File: config.mk
export PLATFORM = sky130hd
export DESIGN_NAME = efra_cell
export DESIGN_NICKNAME = d
export VERILOG_FILES = /design/src/hw/rtl/efra_pkg.sv /design/src/hw/rtl/efra_cell.sv
export SDC_FILE = /design/constraint.sdc
export NUM_CORES = 1
export LEC_CHECK = 0
export BUFFER_PORTS_ARGS = -buffer_cell sky130_fd_sc_hd__buf_2
export CAP_MARGIN = 0
export CORE_AREA = 2 2 163 165
export CTS_CLUSTER_DIAMETER = 80
export DETAILED_ROUTE_END_ITERATION = 8
export DIE_AREA = 0 0 165 167
export HOLD_SLACK_MARGIN = 0.06
export SYNTH_ARGS = -nofsm -noshare
export SYNTH_HDL_FRONTEND = slang
export SYNTH_SLANG_ARGS = --single-unit
File: constraint.sdc
create_clock -name clk -period 2.05 [get_ports clk]
set_clock_uncertainty 0.05 [all_clocks]
set_input_delay 0.205 -clock clk [delete_from_list [all_inputs] [get_ports clk]]
set_output_delay 0.205 -clock clk [all_outputs]
set_load 0.1 [all_outputs]
File: src/hw/rtl/efra_pkg.sv
package efra_pkg;

  localparam int CFG_W      = 5;
  localparam int TIME_W     = 32;
  localparam int END_W      = 40;
  localparam int CNT_W      = 32;
  localparam int ROOM_OUT_W = 4;

  localparam logic [END_W-1:0] END_MAX     = {END_W{1'b1}};
  localparam logic [CNT_W-1:0] CNT_MAX     = {CNT_W{1'b1}};
  localparam logic [CFG_W-1:0] ROOMS_RESET = 5'd16;

  // Partial result carried along the chain of room cells
  typedef struct packed {
    logic             found;
    logic [CNT_W-1:0] free_cnt;
    logic [END_W-1:0] min_end;
    logic [CNT_W-1:0] min_cnt;
    logic [CNT_W-1:0] best_cnt;
  } scan_data_t;

  // Update broadcast to the cells; the target index travels beside it
  typedef struct packed {
    logic             en;
    logic [END_W-1:0] end_time;
    logic [CNT_W-1:0] cnt;
  } cell_wr_t;

endpackage

File: src/hw/rtl/efra_cell.sv
module efra_cell #(
  parameter int IDX   = 0,
  parameter int IDX_W = 4
) (
  input  logic                         clk,
  input  logic                         rst,
  input  logic [efra_pkg::CFG_W-1:0]   rooms,
  input  logic [efra_pkg::TIME_W-1:0]  start,
  input  logic                         in_vld,
  input  efra_pkg::scan_data_t         in_data,
  input  logic [IDX_W-1:0]             in_free_idx,
  input  logic [IDX_W-1:0]             in_min_idx,
  input  logic [IDX_W-1:0]             in_best_idx,
  input  efra_pkg::cell_wr_t           wr,
  input  logic [IDX_W-1:0]             wr_idx,
  output logic                         out_vld,
  output efra_pkg::scan_data_t         out_data,
  output logic [IDX_W-1:0]             out_free_idx,
  output logic [IDX_W-1:0]             out_min_idx,
  output logic [IDX_W-1:0]             out_best_idx
);
  import efra_pkg::*;

  localparam logic [IDX_W-1:0] MY_IDX = IDX_W'(IDX);

  logic [END_W-1:0] end_time;
  logic [CNT_W-1:0] use_count;

  logic       active;
  logic       take_free;
  logic       take_min;
  logic       take_best;
  scan_data_t data_next;
  logic [IDX_W-1:0] free_idx_next;
  logic [IDX_W-1:0] min_idx_next;
  logic [IDX_W-1:0] best_idx_next;

  // cells past the room count pass the beat through untouched
  always_comb begin
    active    = (IDX == 0) || (int'(rooms) > IDX);
    take_free = active && !in_data.found && (end_time <= END_W'(start));
    take_min  = active && ((IDX == 0) || (end_time < in_data.min_end));
    take_best = active && ((IDX == 0) || (use_count > in_data.best_cnt));

    data_next     = in_data;
    free_idx_next = in_free_idx;
    min_idx_next  = in_min_idx;
    best_idx_next = in_best_idx;
    if (take_free) begin
      data_next.found    = 1'b1;
      data_next.free_cnt = use_count;
      free_idx_next      = MY_IDX;
    end
    if (take_min) begin
      data_next.min_end = end_time;
      data_next.min_cnt = use_count;
      min_idx_next      = MY_IDX;
    end
    if (take_best) begin
      data_next.best_cnt = use_count;
      best_idx_next      = MY_IDX;
    end
  end

  always_ff @(posedge clk) begin
    if (rst) begin
      out_vld   <= 1'b0;
      end_time  <= '0;
      use_count <= '0;
    end else begin
      out_vld <= in_vld;
      if (wr.en && (wr_idx == MY_IDX)) begin
        end_time  <= wr.end_time;
        use_count <= wr.cnt;
      end
    end
  end

  always_ff @(posedge clk) begin
    out_data     <= data_next;
    out_free_idx <= free_idx_next;
    out_min_idx  <= min_idx_next;
    out_best_idx <= best_idx_next;
  end

endmodule

==> key figures <==
Detailed routing
  – Residual DRC count: 0
  – Final wirelength: 22880 µm
  – Via Count: 6668
  – Final antenna-violating net count: 0
  – Starting DRT DRC Count: 402
  – Avg WL per Cell: between 10 and 15 µm
  – 1st-pass router iterations: 4
  – Vias per inst: roughly 4.4

GRT
  – Initial antenna violation count: 2
  – Largest net degree at the start of global routing: 57
  – Vias in the first global route: about 6700
  – Global router's overall resource usage: 16.49%
  – Global route total overflow: 0
  – First-pass GRT wire length: roughly 35000 µm

Timing
  – Fin. Hold Viols: 0
  – Final hold slack: about 0.22 ns
  – Fin crit period: ~2.4 ns
  – Period utilization: 115.2%
  – Setup violations, final: 37
  – Max Slew Vio Count: 0
  – Setup ws final: -0.3119 ns
  – Unrepaired setup endpoints after global routing: true
  – Slew @ Worst Pin: between 0.7 and 0.8 ns
  – Slew HR: between 40% and 50%
  – Fmax: between 400 and 500 MHz

Worst setup path
  – Endpoint class of the critical path: flop
  – Setup CP Type: flop to flop
  – Required time worst endpoint: around 2.3 ns
  – Crit path max-delay family: simple AND/OR/NAND/NOR gates
  – Crit path DAT: around 2.6 ns
  – RR Endpoint: out_data[110]
  – Crit path largest cell delay: 0.56 ns
  – Reg2reg start: end_time[35]
  – R2r setup slk: -0.31 ns
  – Crit start category: flop
  – Slowest cell on the critical path: or4_4
  – Buffers plus inverters on the worst setup path: 2
  – Crit-path max FO: 21
  – Cells along the critical path: or4_4 > or3_4 > a211oi_4 > buf_6 > and4b_2 > buf_12 > o21ai_1
  – Reg2reg path depth: 7

Synth
  – Main synth FF type: dfxtp_1
  – FF+latch count, synth: ~180
  – Synth area leader: dfxtp_1
  – Top cells by area, synth: dfxtp_1, nand2_1, a21oi_1
  – Mean post-synth cell area: 8.952 µm²
  – Post-synth top area share: between 50% and 60%
  – Synth async-reset ratio: 0%
  – Netlist cell types: 35
  – Register area share after synthesis: approximately 52%
  – Post-Synthesis Cells: ~800
  – Mapped cell area: ~0.0070 mm²
  – Post-synth EDFFs: 0
  – Syn. warnings: 0

Final layout
  – Most common cell after layout, fill and taps aside: buf_2
  – Final core utilization: 42.04%
  – Commonest cells after routing, fill and taps aside: buf_2, nand2_1, dfxtp_1
  – Layout cells sized above 1: between 30% and 40%
  – Layout net count: 1480
  – Area Overhead vs Synth: 55.73%
  – Finished Cell Area: between 0.01 and 0.015 mm²
  – Non-filler instance count after layout: between 1500 and 2000

Floorplanning
  – Die height: 167 µm
  – Starting Density: a little over a quarter
  – FP Rows: ~60
  – Die area: roughly 0.028 mm²
  – Die W: roughly 170 µm
  – Core footprint: about 0.026 mm²
  – Io pins: between 400 and 500

Pwr
  – P per Cell Area: between 700 and 800 mW/mm²
  – Psw: between 2000 and 3000 µW
  – Int Pwr: around 5700 µW
  – LEAKAGE: 0.005039 µW
  – Clk pwr share: a little under two fifths
  – VDD IR max: between 400 and 500 µV
  – Logic pwr share: 17.6%
  – Switching Share: 31.36%
  – Sequential power share: between 40% and 50%

Min path
  – Hold EP: end_time[24]
  – HP Class: input pin to flop
  – Hold path cells: 2
  – Worst hold path startpoint: rst

Flow run
  – Maxcap violations: 0

Clocking
  – Skew-Pair Late Insertion Delay: about 0.42 ns
  – CTS sink count: approximately 180
  – Max clock buf depth: 2
  – Root Buffer: clkbuf_16
  – Clk pin slew, worst setup/hold paths: 0.08 ns
  – TritonCTS buffer count: 17
  – H-tree Lvls: 4
  – CTS tree: built

Placed design
  – Place WS: -0.3906 ns
  – RD Place Congestion: around 0.77
  – Post-DP Area: approximately 0.009 mm²
  – Placed Cells: roughly 1400
  – Hpwl dp: ~16000 µm
  – IO Port Bufs: 290

Status
  – Failing checks: setup timing
  – Status: finished with violations
[metal layers]
metal / part of all wire [%] / wire length (µm) / vias up / track usage (%)
li1: - / - / 3358 / -
met1: 41 / 9270 / 3003 / 18.11
met2: 48 / 11070 / 267 / 28.79
met3: 8.5 / 1947 / 40 / 6.127
met4: 2.6 / 590 / 0 / 6.011
met5: 0 / 0 / - / 0
[sequential cells by signal, indices dropped and copies added, names as in the netlist]
signal / count
use_count: 32
out_free_idx: 4
end_time: 40
out_data: 105
out_vld: 1
[cells in the mapped netlist, types with 2 or more instances]
library cell  count
a41oi_1          32
nand4_1           7
a22o_1            4
nand3_1           5
nand2_1         183
o21ai_1          33
nor2b_1          66
a21o_1            2
a21oi_1          84
buf_4            40
inv_1            32
buf_2             2
or4_1             2
ha_1             32
o21ai_0           2
nor2_1            3
dfxtp_1         182
and2_1            5
buf_6             3
nor4_1            2
clkbuf_1         42
[area by class of cell]
type	count	area [µm²]
inverter	32	120.1
timing repair buffer	466	3222
antenna	2	5.005
clock inverter	15	135.1
fill	2506	14930
multi-input combinational	483	2858
clock buffer	17	425.4
sequential	182	3647
tap	335	419.2
[power groups by stage]
stage | logic, µW | registers, µW | clock network [µW]
floorplan | 364 | 4320 | 0
global placement | 1260 | 3750 | 0
detailed placement | 1270 | 3750 | 0
CTS | 1450 | 3670 | 3280
global route | 1530 | 3680 | 3420
finish | 1450 | 3670 | 3150
[worst register-to-register path, delay by kind of cell (launching register included)]
family / cells / cell delay [ns]
and+or+nand+nor: 3 / 1.23
DFF: 1 / 0.33
buffers and inverters: 2 / 0.32
AOI/OAI and AO/OA: 2 / 0.31
[kinds of logic after synthesis]
kind of cell               share of synthesized area, %
other                                           0.05391
and+or+nand+nor                                   18.53
DFF                                               52.38
AOI/OAI and AO/OA                                 14.34
buffers and inverters                             8.941
adders and majority gates                         5.756
[timing repair]
| item | 4_1_cts | 5_1_grt |
|---|---|---|
| pin swaps | 4 | 3 |
| setup endpoints to repair | 37 | 37 |
| hold buffers | 109 | 0 |
| resized for setup | 15 | 11 |
| endpoints found under the hold margin | 109 | 0 |
| buffers inserted | 1 | 1 |
[worst max-delay path by stage]
stage / from / to / slack [ns] / depth (start not counted)
3_3_place_gp: end_time[35] / out_data[129] / -0.41 / 8
3_5_place_dp: end_time[35] / out_data[129] / -0.39 / 8
2_1_floorplan: end_time[35] / out_data[105] / -0.1 / 6
4_1_cts: end_time[35] / out_data[119] / -0.32 / 7
5_1_grt: end_time[39] / out_data[135] / -0.38 / 8
6_report: end_time[35] / out_data[110] / -0.31 / 7
[through the flow]
stage | TNS, ns | power [µW]
after floorplan | -3.130 | 4683
after CTS | -10.44 | 8393
after global placement | -12.47 | 5014
final | -9.982 | 8268
after detailed placement | -12.86 | 5020
after global routing | -12.49 | 8628
Power figures use the tool's default switching activity.
